$ cat config.mk
export PLATFORM = sky130hd
export DESIGN_NAME = serial_led_command_parser
export DESIGN_NICKNAME = d
export VERILOG_FILES = /design/src/hw/rtl/slcp_pkg.sv /design/src/hw/rtl/serial_led_command_parser.sv
export SDC_FILE = /design/constraint.sdc
export NUM_CORES = 1
export LEC_CHECK = 0
export BUFFER_PORTS_ARGS = -buffer_cell sky130_fd_sc_hd__buf_2
export CORE_ASPECT_RATIO = 1.4
export CORE_MARGIN = 1.5
export CORE_UTILIZATION = 62
export CTS_BUF_LIST = sky130_fd_sc_hd__clkbuf_8
export CTS_CLUSTER_DIAMETER = 60
export DETAILED_ROUTE_END_ITERATION = 10
export PLACE_DENSITY = 0.87
export SLEW_MARGIN = 30
export SYNTH_ARGS = -nofsm -noshare
export SYNTH_HDL_FRONTEND = slang
export SYNTH_SLANG_ARGS = --single-unit
$ cat constraint.sdc
create_clock -name i_clk -period 5.2 [get_ports i_clk]
set_input_delay 0 -clock i_clk [delete_from_list [all_inputs] [get_ports i_clk]]
set_output_delay 0 -clock i_clk [all_outputs]
set_load 0.02 [all_outputs]
$ cat src/hw/rtl/slcp_pkg.sv
package slcp_pkg;

    // Reset values of the configuration registers.
    localparam logic [7:0] SYNC_RESET   = 8'h60;
    localparam logic [7:0] PIXELS_RESET = 8'd50;

    // Configuration register indexes.
    localparam int unsigned CFG_INDEX_W = 1;
    localparam logic [CFG_INDEX_W-1:0] REG_SYNC_VALUE  = 1'b0;
    localparam logic [CFG_INDEX_W-1:0] REG_PIXELS      = 1'b1;

    // Command byte codes.
    localparam logic [7:0] CMD_STRIP0 = 8'd0;
    localparam logic [7:0] CMD_STRIP1 = 8'd1;
    localparam logic [7:0] CMD_UV1    = 8'd2;
    localparam logic [7:0] CMD_UV2    = 8'd3;
    localparam logic [7:0] CMD_RGB    = 8'd4;

    // Result kinds.
    localparam logic KIND_PIXEL = 1'b0;
    localparam logic KIND_PWM   = 1'b1;

    // PWM channel codes.
    localparam logic [2:0] CH_UV1   = 3'd0;
    localparam logic [2:0] CH_UV2   = 3'd1;
    localparam logic [2:0] CH_RED   = 3'd2;
    localparam logic [2:0] CH_GREEN = 3'd3;
    localparam logic [2:0] CH_BLUE  = 3'd4;

    // Byte positions inside a three-byte group.
    localparam logic [1:0] BP_FIRST  = 2'd0;
    localparam logic [1:0] BP_SECOND = 2'd1;
    localparam logic [1:0] BP_THIRD  = 2'd2;

    localparam int unsigned OUT_DATA_W = 48;

    typedef enum logic [5:0] {
        PH_HUNT  = 6'b000001,
        PH_CMD   = 6'b000010,
        PH_PIXEL = 6'b000100,
        PH_UV1   = 6'b001000,
        PH_UV2   = 6'b010000,
        PH_RGB   = 6'b100000
    } t_phase;

endpackage

$ cat src/hw/rtl/serial_led_command_parser.sv
// Serial LED command parser. Received bytes arrive one per transfer on the
// slave stream. The parser hunts for the sync byte, reads a command byte and
// then the payload: commands 0 and 1 load strip 0 or 1 with one pixel write
// per three payload bytes (the last pixel of the strip carries tlast), commands
// 2 and 3 set the UV1 or UV2 PWM level from one byte, and command 4 sets the
// red, green and blue levels from three bytes. Any other command drops the
// frame. The parser state and a single output register are updated at the edge
// where the byte transfer happens, so one byte is accepted every clock as long
// as the output register is empty or is being drained in the same cycle. A
// result is registered and appears in the cycle after the byte that completes
// it. Configuration writes take effect on the next byte.
module serial_led_command_parser (
    input  logic                                i_clk,
    input  logic                                i_rst_n,
    // Configuration write port.
    input  logic                                i_cfg_we,
    input  logic [slcp_pkg::CFG_INDEX_W-1:0]    i_cfg_index,
    input  logic [7:0]                          i_cfg_wdata,
    // Received bytes.
    input  logic                                s_axis_tvalid,
    output logic                                s_axis_tready,
    input  logic [7:0]                          s_axis_tdata,  // rx_byte[7:0]
    // Results.
    output logic                                m_axis_tvalid,
    input  logic                                m_axis_tready,
    // Fields from bit 0 up: strip_select[0], pixel_index[8:1],
    // pixel_color[32:9], pwm_channel[35:33], pwm_level[43:36], zero fill.
    output logic [slcp_pkg::OUT_DATA_W-1:0]     m_axis_tdata,
    output logic                                m_axis_tuser,  // result_kind
    output logic                                m_axis_tlast   // latch_strip
);

    // Configuration registers.
    logic [7:0] r_sync_value;
    logic [7:0] r_pixels;

    // Parser state.
    slcp_pkg::t_phase r_phase, n_phase;
    logic       r_strip,   n_strip;
    logic [7:0] r_counter, n_counter;
    logic [1:0] r_bphase,  n_bphase;
    logic [7:0] r_first,   n_first;
    logic [7:0] r_second,  n_second;

    // Output register.
    logic                              r_out_valid, n_out_valid;
    logic [slcp_pkg::OUT_DATA_W-1:0]   r_out_data,  n_out_data;
    logic                              r_out_kind,  n_out_kind;
    logic                              r_out_last,  n_out_last;

    // Result of the current byte, before it is loaded into the output register.
    logic        emit;
    logic        res_kind;
    logic        res_strip;
    logic [7:0]  res_index;
    logic [23:0] res_color;
    logic        res_last;
    logic [2:0]  res_channel;
    logic [7:0]  res_level;

    logic        in_xfer;
    logic        out_xfer;
    logic        last_pixel;
    logic [7:0]  b;

    // The output register frees up in the same cycle it is drained.
    assign s_axis_tready = !r_out_valid || m_axis_tready;
    assign in_xfer       = s_axis_tvalid && s_axis_tready;
    assign out_xfer      = r_out_valid && m_axis_tready;
    assign b             = s_axis_tdata;

    // The pixel is the last one when its index plus one reaches the count,
    // which also covers a count lowered in the middle of a frame.
    assign last_pixel = ({1'b0, r_counter} + 9'd1) >= {1'b0, r_pixels};

    always_comb begin
        n_phase     = r_phase;
        n_strip     = r_strip;
        n_counter   = r_counter;
        n_bphase    = r_bphase;
        n_first     = r_first;
        n_second    = r_second;
        emit        = 1'b0;
        res_kind    = slcp_pkg::KIND_PIXEL;
        res_strip   = 1'b0;
        res_index   = 8'd0;
        res_color   = 24'd0;
        res_last    = 1'b0;
        res_channel = slcp_pkg::CH_UV1;
        res_level   = 8'd0;

        unique case (r_phase)
            slcp_pkg::PH_HUNT: begin
                if (b == r_sync_value) begin
                    n_phase = slcp_pkg::PH_CMD;
                end
            end
            slcp_pkg::PH_CMD: begin
                n_bphase  = slcp_pkg::BP_FIRST;
                n_counter = 8'd0;
                unique case (b) inside
                    slcp_pkg::CMD_STRIP0, slcp_pkg::CMD_STRIP1: begin
                        n_strip = b[0];
                        n_phase = (r_pixels == 8'd0) ? slcp_pkg::PH_HUNT
                                                     : slcp_pkg::PH_PIXEL;
                    end
                    slcp_pkg::CMD_UV1: n_phase = slcp_pkg::PH_UV1;
                    slcp_pkg::CMD_UV2: n_phase = slcp_pkg::PH_UV2;
                    slcp_pkg::CMD_RGB: n_phase = slcp_pkg::PH_RGB;
                    default:           n_phase = slcp_pkg::PH_HUNT;
                endcase
            end
            slcp_pkg::PH_PIXEL: begin
                if (r_bphase == slcp_pkg::BP_FIRST) begin
                    n_first  = b;
                    n_bphase = slcp_pkg::BP_SECOND;
                end else if (r_bphase == slcp_pkg::BP_SECOND) begin
                    n_second = b;
                    n_bphase = slcp_pkg::BP_THIRD;
                end else begin
                    emit      = 1'b1;
                    res_kind  = slcp_pkg::KIND_PIXEL;
                    res_strip = r_strip;
                    res_index = r_counter;
                    res_color = {r_second, r_first, b};
                    res_last  = last_pixel;
                    n_bphase  = slcp_pkg::BP_FIRST;
                    n_counter = r_counter + 8'd1;
                    if (last_pixel) begin
                        n_phase = slcp_pkg::PH_HUNT;
                    end
                end
            end
            slcp_pkg::PH_UV1: begin
                emit        = 1'b1;
                res_kind    = slcp_pkg::KIND_PWM;
                res_channel = slcp_pkg::CH_UV1;
                res_level   = b;
                n_phase     = slcp_pkg::PH_HUNT;
            end
            slcp_pkg::PH_UV2: begin
                emit        = 1'b1;
                res_kind    = slcp_pkg::KIND_PWM;
                res_channel = slcp_pkg::CH_UV2;
                res_level   = b;
                n_phase     = slcp_pkg::PH_HUNT;
            end
            slcp_pkg::PH_RGB: begin
                emit      = 1'b1;
                res_kind  = slcp_pkg::KIND_PWM;
                res_level = b;
                if (r_bphase >= slcp_pkg::BP_THIRD) begin
                    res_channel = slcp_pkg::CH_BLUE;
                    n_bphase    = slcp_pkg::BP_FIRST;
                    n_phase     = slcp_pkg::PH_HUNT;
                end else begin
                    res_channel = (r_bphase == slcp_pkg::BP_FIRST) ? slcp_pkg::CH_RED
                                                                   : slcp_pkg::CH_GREEN;
                    n_bphase    = r_bphase + 2'd1;
                end
            end
            default: begin
                n_phase = slcp_pkg::PH_HUNT;
            end
        endcase
    end

    // Output register: load on a byte that produces a result, clear when
    // drained without a new result behind it.
    always_comb begin
        n_out_valid = r_out_valid;
        n_out_data  = r_out_data;
        n_out_kind  = r_out_kind;
        n_out_last  = r_out_last;
        if (out_xfer) begin
            n_out_valid = 1'b0;
        end
        if (in_xfer && emit) begin
            n_out_valid = 1'b1;
            n_out_data  = {4'd0, res_level, res_channel, res_color, res_index, res_strip};
            n_out_kind  = res_kind;
            n_out_last  = res_last;
        end
    end

    always_ff @(posedge i_clk) begin
        if (!i_rst_n) begin
            r_sync_value <= slcp_pkg::SYNC_RESET;
            r_pixels     <= slcp_pkg::PIXELS_RESET;
        end else if (i_cfg_we) begin
            unique case (i_cfg_index)
                slcp_pkg::REG_SYNC_VALUE: r_sync_value <= i_cfg_wdata;
                slcp_pkg::REG_PIXELS:     r_pixels     <= i_cfg_wdata;
                default: ;
            endcase
        end
    end

    always_ff @(posedge i_clk) begin
        if (!i_rst_n) begin
            r_phase   <= slcp_pkg::PH_HUNT;
            r_strip   <= 1'b0;
            r_counter <= 8'd0;
            r_bphase  <= slcp_pkg::BP_FIRST;
            r_first   <= 8'd0;
            r_second  <= 8'd0;
        end else if (in_xfer) begin
            r_phase   <= n_phase;
            r_strip   <= n_strip;
            r_counter <= n_counter;
            r_bphase  <= n_bphase;
            r_first   <= n_first;
            r_second  <= n_second;
        end
    end

    always_ff @(posedge i_clk) begin
        if (!i_rst_n) begin
            r_out_valid <= 1'b0;
        end else begin
            r_out_valid <= n_out_valid;
        end
    end

    always_ff @(posedge i_clk) begin
        r_out_data <= n_out_data;
        r_out_kind <= n_out_kind;
        r_out_last <= n_out_last;
    end

    assign m_axis_tvalid = r_out_valid;
    assign m_axis_tdata  = r_out_data;
    assign m_axis_tuser  = r_out_kind;
    assign m_axis_tlast  = r_out_last;

endmodule
==> flow_summary.ini, run 1 <==
[logic_synthesis]
syn_avg_cell_area_sq_um = 10.5
synth_xor_area_share_pct = 3.31
ys_async_sr_fraction_pct = 0
synth_edf_count = 46
synth_flop_cell = dfxtp_1
synthSimpleGateAreaFrac_pct = 21.4
synth-compound-area-share_pct = 7.71
syn_area_sq_mm = 0.00424
synth_fa_ha_area_share_pct = 2.66
ys_seq_area_share_pct = 56.2
synth-seq-cells = 96
muxShareOfSynthArea_pct = 4.73
syn_inst = 403
synth_top_family_by_area = simple AND/OR/NAND/NOR gates
ys_warn_count = 0
synth_cell_types = 46

[sta]
setup_tns_ns = 0
tightest_slew_ns = 0.884
hold_violations = 2
finalSetupViolations = 0
post-route-period-util_pct = 58.8
post-route-worst-setup-slack_ns = 2.14
fin_crit_ns = 3.06
skew_ns = 0.0112
whs_ns = -0.00563
slew_violations = 0
grt_setup_unrepaired = false
fmax_mhz = 327
maxSlewHeadroom_pct = 41.0

[detailed_routing]
ant_nets = 0
wl_per_cell_um = 15.1
viasPerCell = 5.44
drt_first_iter_violations = 172
drtPass1Iterations = 5
routed_wirelength_um = 8670
vias = 3136
route.detailed.drc = 0

[floorplanning]
coreArea_sq_mm = 0.00661
die_area_sq_mm = 0.00734
ios = 74
initial_core_util_pct = 64.1
die_width_um = 72.9
die_y_um = 101
rows = 35

[finish]
final_cell_area_sq_mm = 0.00500
seqCellArea_sq_mm = 0.00238
areaGrowthSynthToFinish_pct = 18.1
fin_cells = 576
nNetsFinal = 510
fill_cells = 452
drive_above_1_share_pct = 19.8
n_antenna_cell = 0
multi_input_area_sq_mm = 0.00172

[clocking]
clock_path_buffers = 2
cts_tree = done
clk_pin_slew_worst_paths_ns = 0.10
htree_levels = 3
clock_latency_ns = 0.37
cts_buffers = 9
cts.sinks = 96
post_cts_buffers = 0
clockRootBuffer = clkbuf_8

[worst_setup_path]
max_stage_delay_ns = 0.68
cp_slowest_cell = inv_1
critPathArrivalTime_ns = 3.12
worstPathCellList = nor4_4, and4b_2, o21ai_0, inv_1, buf_4
cp_max_fo = 37
cp-start-kind = register
crit_path_end_kind = register
worst-setup-path-type = register to register
cp.required_ns = 5.27

[global_route]
grt_pass1_wl_um = 13800
grtUsageTotal_pct = 25.2
grt_overflow = 0
antenna_found_initial = 0
grt_pass1_vias = 2982
grt_max_degree = 38

[power]
p_leak_nw = 2.12
ir_worst_vdd_mv = 0.163
p_per_area_mw_per_mm2 = 285

[placement]
place_inst = 544
dp_slack_ns = 2.18
gp_congestion = 0.905
io_buffers = 69
hpwl_um = 5970
place_area_sq_mm = 0.00462

[status]
status = complete, but fails checks
violations = negative hold slack

[hold_path]
min_path_type = input pin to register

[run]
maxCapViolations = 0
-- sequential cells by signal, summed over array words and instances, names as in the netlist, 2 cells and up --
signal and flops:
r_first 8, m_axis_tdata 44, r_pixels 8, r_second 8, r_sync_value 8, r_counter 8, r_bphase 2, r_phase 6
-- where the power goes --
group          switching [W]   total, W  internal [W]
Sequential        0.00000808   0.000800      0.000792
Clock               0.000270   0.000546      0.000276
Combinational      0.0000480  0.0000823     0.0000342
Total               0.000326    0.00143       0.00110
-- layout make-up --
| class | count | share of cell area, % |
|---|---|---|
| clock buffer | 9 | 2.48 |
| clock inverter | 7 | 2.03 |
| inverter | 12 | 0.900 |
| multi-input combinational | 273 | 34.3 |
| sequential | 96 | 47.6 |
| tap | 92 | 2.30 |
| timing repair buffer | 87 | 10.4 |
-- metrics by stage --
stage                     power (W)  utilization, %
final                       0.00143            75.7
after detailed placement   0.000888            69.8
after global routing        0.00147            75.7
after floorplan            0.000864               -
after CTS                   0.00143            75.7
after global placement     0.000885            69.7
-- worst max-delay path: cells and delay by family, from the launching register on --
kind	cells	cell delay (ns)
buffers and inverters	2	1.10
AOI/OAI and AO/OA	1	0.22
DFF	1	0.41
and+or+nand+nor	2	1.01
-- logic make-up (layout without fill, tap and decap cells) --
kind of cell / count (synthesis) / in the layout
compound gates: 51 / 51
fa+ha+maj: 9 / 9
buf+inv: 37 / 115
flops: 96 / 96
other cells: 1 / 4
mux: 20 / 20
simple gates: 173 / 173
xor+xnor: 16 / 16
-- per-layer routing --
metal / routed length [um] / up-vias / share of wire [%] / track usage (%)
met4: 210 / 0 / 2.4 / 11.6
met3: 330 / 21 / 3.8 / 4.80
met5: 0 / - / 0 / 0
li1: - / 1534 / - / -
met1: 3510 / 1475 / 41 / 28.6
met2: 4620 / 106 / 53 / 45.0
-- final timing paths --
| path | start | end | slack [ns] | cells after the start |
|---|---|---|---|---|
| max | r_phase[3] | m_axis_tdata[18] | 2.14 | 5 |
| min | s_axis_tdata[6] | r_first[6] | -0.006 | 3 |
| max reg2reg | r_phase[3] | m_axis_tdata[18] | 2.14 | 5 |
| min reg2reg | r_sync_value[7] | r_sync_value[7] | 0.48 | 2 |
-- cell usage after synthesis (2+ instances only) --
cell type  number  area [sq um]
dfxtp_1        50          1000
edfxtp_1       46          1380
nand2_1        44           165
and2_1         43           269
nor2_1         42           158
a21oi_1        25           125
mux2i_1        20           200
clkbuf_1       16          60.1
inv_1          12          45.0
nand3_1        11          55.1
xnor2_1        10          87.6
ha_1            9           113
nand2b_1        6          37.5
xor2_1          6          52.6
o21ai_0         5          25.0
a211oi_1        4          30.0
buf_4           4          30.0
nand4_1         4          25.0
nor3_1          4          20.0
nor4_1          4          25.0
o211ai_1        4          30.0
a22oi_1         3          22.5
buf_2           3          15.0
nor4b_1         3          26.3
a211o_1         2          17.5
nor4_4          2          42.5
or4_1           2          15.0
-- cells in the final DEF, fill, tap and decap left out, types with 11 or more instances in the layout --
| cell | count |
|---|---|
| a21oi_1 | 25 |
| nor2_1 | 42 |
| dlygate4sd3_1 | 16 |
| inv_1 | 12 |
| mux2i_1 | 20 |
| dfxtp_1 | 50 |
| nand3_1 | 11 |
| buf_2 | 69 |
| nand2_1 | 44 |
| and2_1 | 43 |
| edfxtp_1 | 46 |
-- timing repair --
| action | in CTS | in global routing |
|---|---|---|
| resized for setup | 0 | 0 |
| hold buffers | 16 | 0 |
| setup endpoints to repair | 0 | 0 |
| hold endpoints to repair | 23 | 0 |
Note: power is estimated with default switching activity, not from simulation.
==> run 2, diff against run 1 <==
--- a/config.mk
+++ b/config.mk
@@ -5,14 +5,15 @@
 export SDC_FILE = /design/constraint.sdc
 export NUM_CORES = 1
 export LEC_CHECK = 0
+export ABC_AREA = 1
 export BUFFER_PORTS_ARGS = -buffer_cell sky130_fd_sc_hd__buf_2
 export CORE_ASPECT_RATIO = 1.4
 export CORE_MARGIN = 1.5
-export CORE_UTILIZATION = 62
+export CORE_UTILIZATION = 52
 export CTS_BUF_LIST = sky130_fd_sc_hd__clkbuf_8
 export CTS_CLUSTER_DIAMETER = 60
 export DETAILED_ROUTE_END_ITERATION = 10
-export PLACE_DENSITY = 0.87
+export PLACE_DENSITY = 0.78
 export SLEW_MARGIN = 30
 export SYNTH_ARGS = -nofsm -noshare
 export SYNTH_HDL_FRONTEND = slang
==> constraint.sdc (replaced) <==
create_clock -name i_clk -period 2.6 [get_ports i_clk]
set_input_delay 0 -clock i_clk [delete_from_list [all_inputs] [get_ports i_clk]]
set_output_delay 0 -clock i_clk [all_outputs]
set_load 0.02 [all_outputs]
==> run 2 against run 1 <==
  * Wire length down 1.4%
  * First-iteration DRC count is 42% higher
  * The run now ends clean
  * Critical endpoint is now r_phase[4]
  * Global-route usage is 4.7 points lower
  * Largest cell class unchanged
==> flow_summary.ini, run 2 <==
[status]
status = completed

[clocking]
cts.sinks = 96
cts_tree = done
clk_pin_slew_worst_paths_ns = 0.09
clock_latency_ns = 0.36
ctsResizeCount = 0
clock_path_buffers = 2
cts_buffers = 9
clockRootBuffer = clkbuf_8
htree_levels = 3

[logic_synthesis]
ys_seq_area_share_pct = 56.5
synth_top_area_share_pct = 32.7
synth.largest_area_cell = edfxtp_1
synth_cell_types = 36
syn_inst = 467
syn_avg_cell_area_sq_um = 9.03
syn_area_sq_mm = 0.00422
synth_commonest_cells = nor2_1 (74), nand2_1 (67), inv_1 (66)
ys_warn_count = 0
ys_async_sr_fraction_pct = 0
synth-seq-cells = 96
synth_flop_cell = dfxtp_1
netlist_top_cells_area = edfxtp_1 (33%), dfxtp_1 (24%), nor2_1 (6.6%), nand2_1 (6.0%), inv_1 (5.9%)
synth_edf_count = 46
synth.most_common_cell = nor2_1

[worst_setup_path]
worstPathCellList = ha_1, nand3_1, nor2_1, xor2_1, ha_1, a21oi_1, nand2_1, nand2_1, nand3_2, nand2_2, nand2_1, nand2_1, nor2_1
critPathTopFamily = simple AND/OR/NAND/NOR gates
worst-setup-path-type = register to register
critPathArrivalTime_ns = 2.53
reg2reg_slack_ns = 0.34
crit_path_end_kind = register
cp_max_fo = 10
cp_slowest_cell = dfxtp_1
cpMostUsedCell = nand2_1
worstRegToRegCells = 13
reg2reg_to = r_phase[4]
max_stage_delay_ns = 0.39
critPathBufInv = 0
cp.required_ns = 2.86
cp-start-kind = register
r2r-start = r_counter[0]

[sta]
finalSetupViolations = 0
fin_crit_ns = 2.26
post-route-period-util_pct = 87.1
maxSlewHeadroom_pct = 60.9
whs_ns = 0.0209
skew_ns = 0.00953
setup_tns_ns = 0
slew_violations = 0
grt_setup_unrepaired = false
tightest_slew_ns = 0.585
fmax_mhz = 442
hold_violations = 0

[power]
p_sw_share_pct = 30.0
intPower_w = 0.00235
pwr-share-comb_pct = 18.6
power_w = 0.00336
clkPwrFrac_pct = 28.8
seqPwrFrac_pct = 52.6
p_switching_w = 0.00101
p_leak_nw = 2.17
ir_worst_vdd_mv = 0.385
p_per_area_mw_per_mm2 = 669

[global_route]
grt_max_degree = 41
grt_pass1_vias = 3014
antenna_found_initial = 0
grt_overflow = 0
grt_pass1_wl_um = 13600
grtUsageTotal_pct = 20.6

[placement]
hpwl_um = 6290
place_inst = 629
gp_congestion = 0.873
io_buffers = 69
place_area_sq_mm = 0.00466

[run]
maxCapViolations = 0

[floorplanning]
die_area_sq_mm = 0.00867
die_width_um = 79.1
rows = 38
coreArea_sq_mm = 0.00780
initial_core_util_pct = 54.1
ios = 74
die_y_um = 110

[finish]
largest_reg_flops = 44
nNetsFinal = 587
fin_cells = 661
mostFrequentLayoutCells = nor2_1 (74), buf_2 (69), inv_1 (67), nand2_1 (67), dfxtp_1 (50)
final_common_cell = nor2_1
n_antenna_cell = 0
final_cell_area_sq_mm = 0.00502
areaGrowthSynthToFinish_pct = 19.0
drive_above_1_share_pct = 19.8

[detailed_routing]
vias = 3315
routed_wirelength_um = 8550
ant_nets = 0
viasPerCell = 5.02
route.detailed.drc = 0
wl_per_cell_um = 12.9
drtPass1Iterations = 5
drt_first_iter_violations = 244

[hold_path]
min_path_type = input pin to register
whs_endpoint = r_strip
hp-start = s_axis_tdata[0]
hold_depth = 3
## run 2: cell count changes after synthesis, sizes merged, moves of 11 or more
cell    before  now
a21oi       25   39
and2        43    0
clkbuf      16    5
inv         12   73
mux2i       20    0
nand2       45   72
nand3       11   23
nor2        42   78
o21ai        6   32
## run 2: power groups by stage
stage                     Sequential (W)  Combinational (W)  Clock, W
after floorplan                  0.00183           0.000416         0
after global placement           0.00180           0.000587         0
after detailed placement         0.00180           0.000604         0
after CTS                        0.00176           0.000624  0.000983
after global routing             0.00178           0.000693   0.00103
final                            0.00177           0.000623  0.000967
## run 2: layout make-up
cell class,count,area (sq um)
timing repair buffer,88,541
fill,663,2780
multi-input combinational,287,1500
clock inverter,7,72.6
inverter,74,278
tap,100,125
clock buffer,9,124
sequential,96,2380
## run 2: logic make-up (layout without fill, tap and decap cells)
group | after synthesis | in the layout | share of synthesized area, %
and+or+nand+nor | 181 | 181 | 19.3
DFF | 96 | 96 | 56.5
buffers and inverters | 87 | 178 | 8.33
AOI/OAI and AO/OA | 80 | 80 | 10.5
xor gates and xnor gates | 13 | 13 | 2.70
adders and majority gates | 9 | 9 | 2.67
other | 1 | 4 | 0.0889
## run 2: timing repair
action                                  CTS  global route
endpoints found under the setup margin    0             0
setup buffers                             0             0
endpoints found under the hold margin    30             0
hold buffers                             16             0
## run 2: how the worst max path moves through the flow
stage	startpoint	end	slack, ns	cells past startpoint
after floorplan	r_phase[2]	m_axis_tdata[0]	0.24	5
after global placement	r_phase[5]	m_axis_tdata[13]	0.41	6
after detailed placement	r_phase[5]	m_axis_tdata[3]	0.34	6
after CTS	r_phase[1]	m_axis_tdata[9]	0.32	6
after global routing	r_counter[0]	r_phase[4]	0.11	15
final	r_counter[0]	r_phase[4]	0.34	13
## run 2: metrics by stage
step                      setup slack [ns]  utilization, %
after CTS                            0.324            64.4
after floorplan                      0.239               -
after detailed placement             0.341            59.8
after global routing                 0.109            64.4
after global placement               0.412            59.8
final                                0.335            64.4
## run 2: routing by layer
metal / GRT usage (%) / part of all wire [%] / vias up
met3: 3.73 / 4.3 / 18
met1: 23.1 / 40 / 1531
li1: - / - / 1683
met2: 37.4 / 53 / 83
met4: 9.52 / 2.5 / 0
met5: 0 / 0 / -
## run 2: worst register-to-register path: cells and delay by family, from the launching register on
kind	cells	cell delay (ns)
compound gates	1	0.15
fa+ha+maj	2	0.49
flops	1	0.39
simple gates	9	0.94
xor+xnor	1	0.21
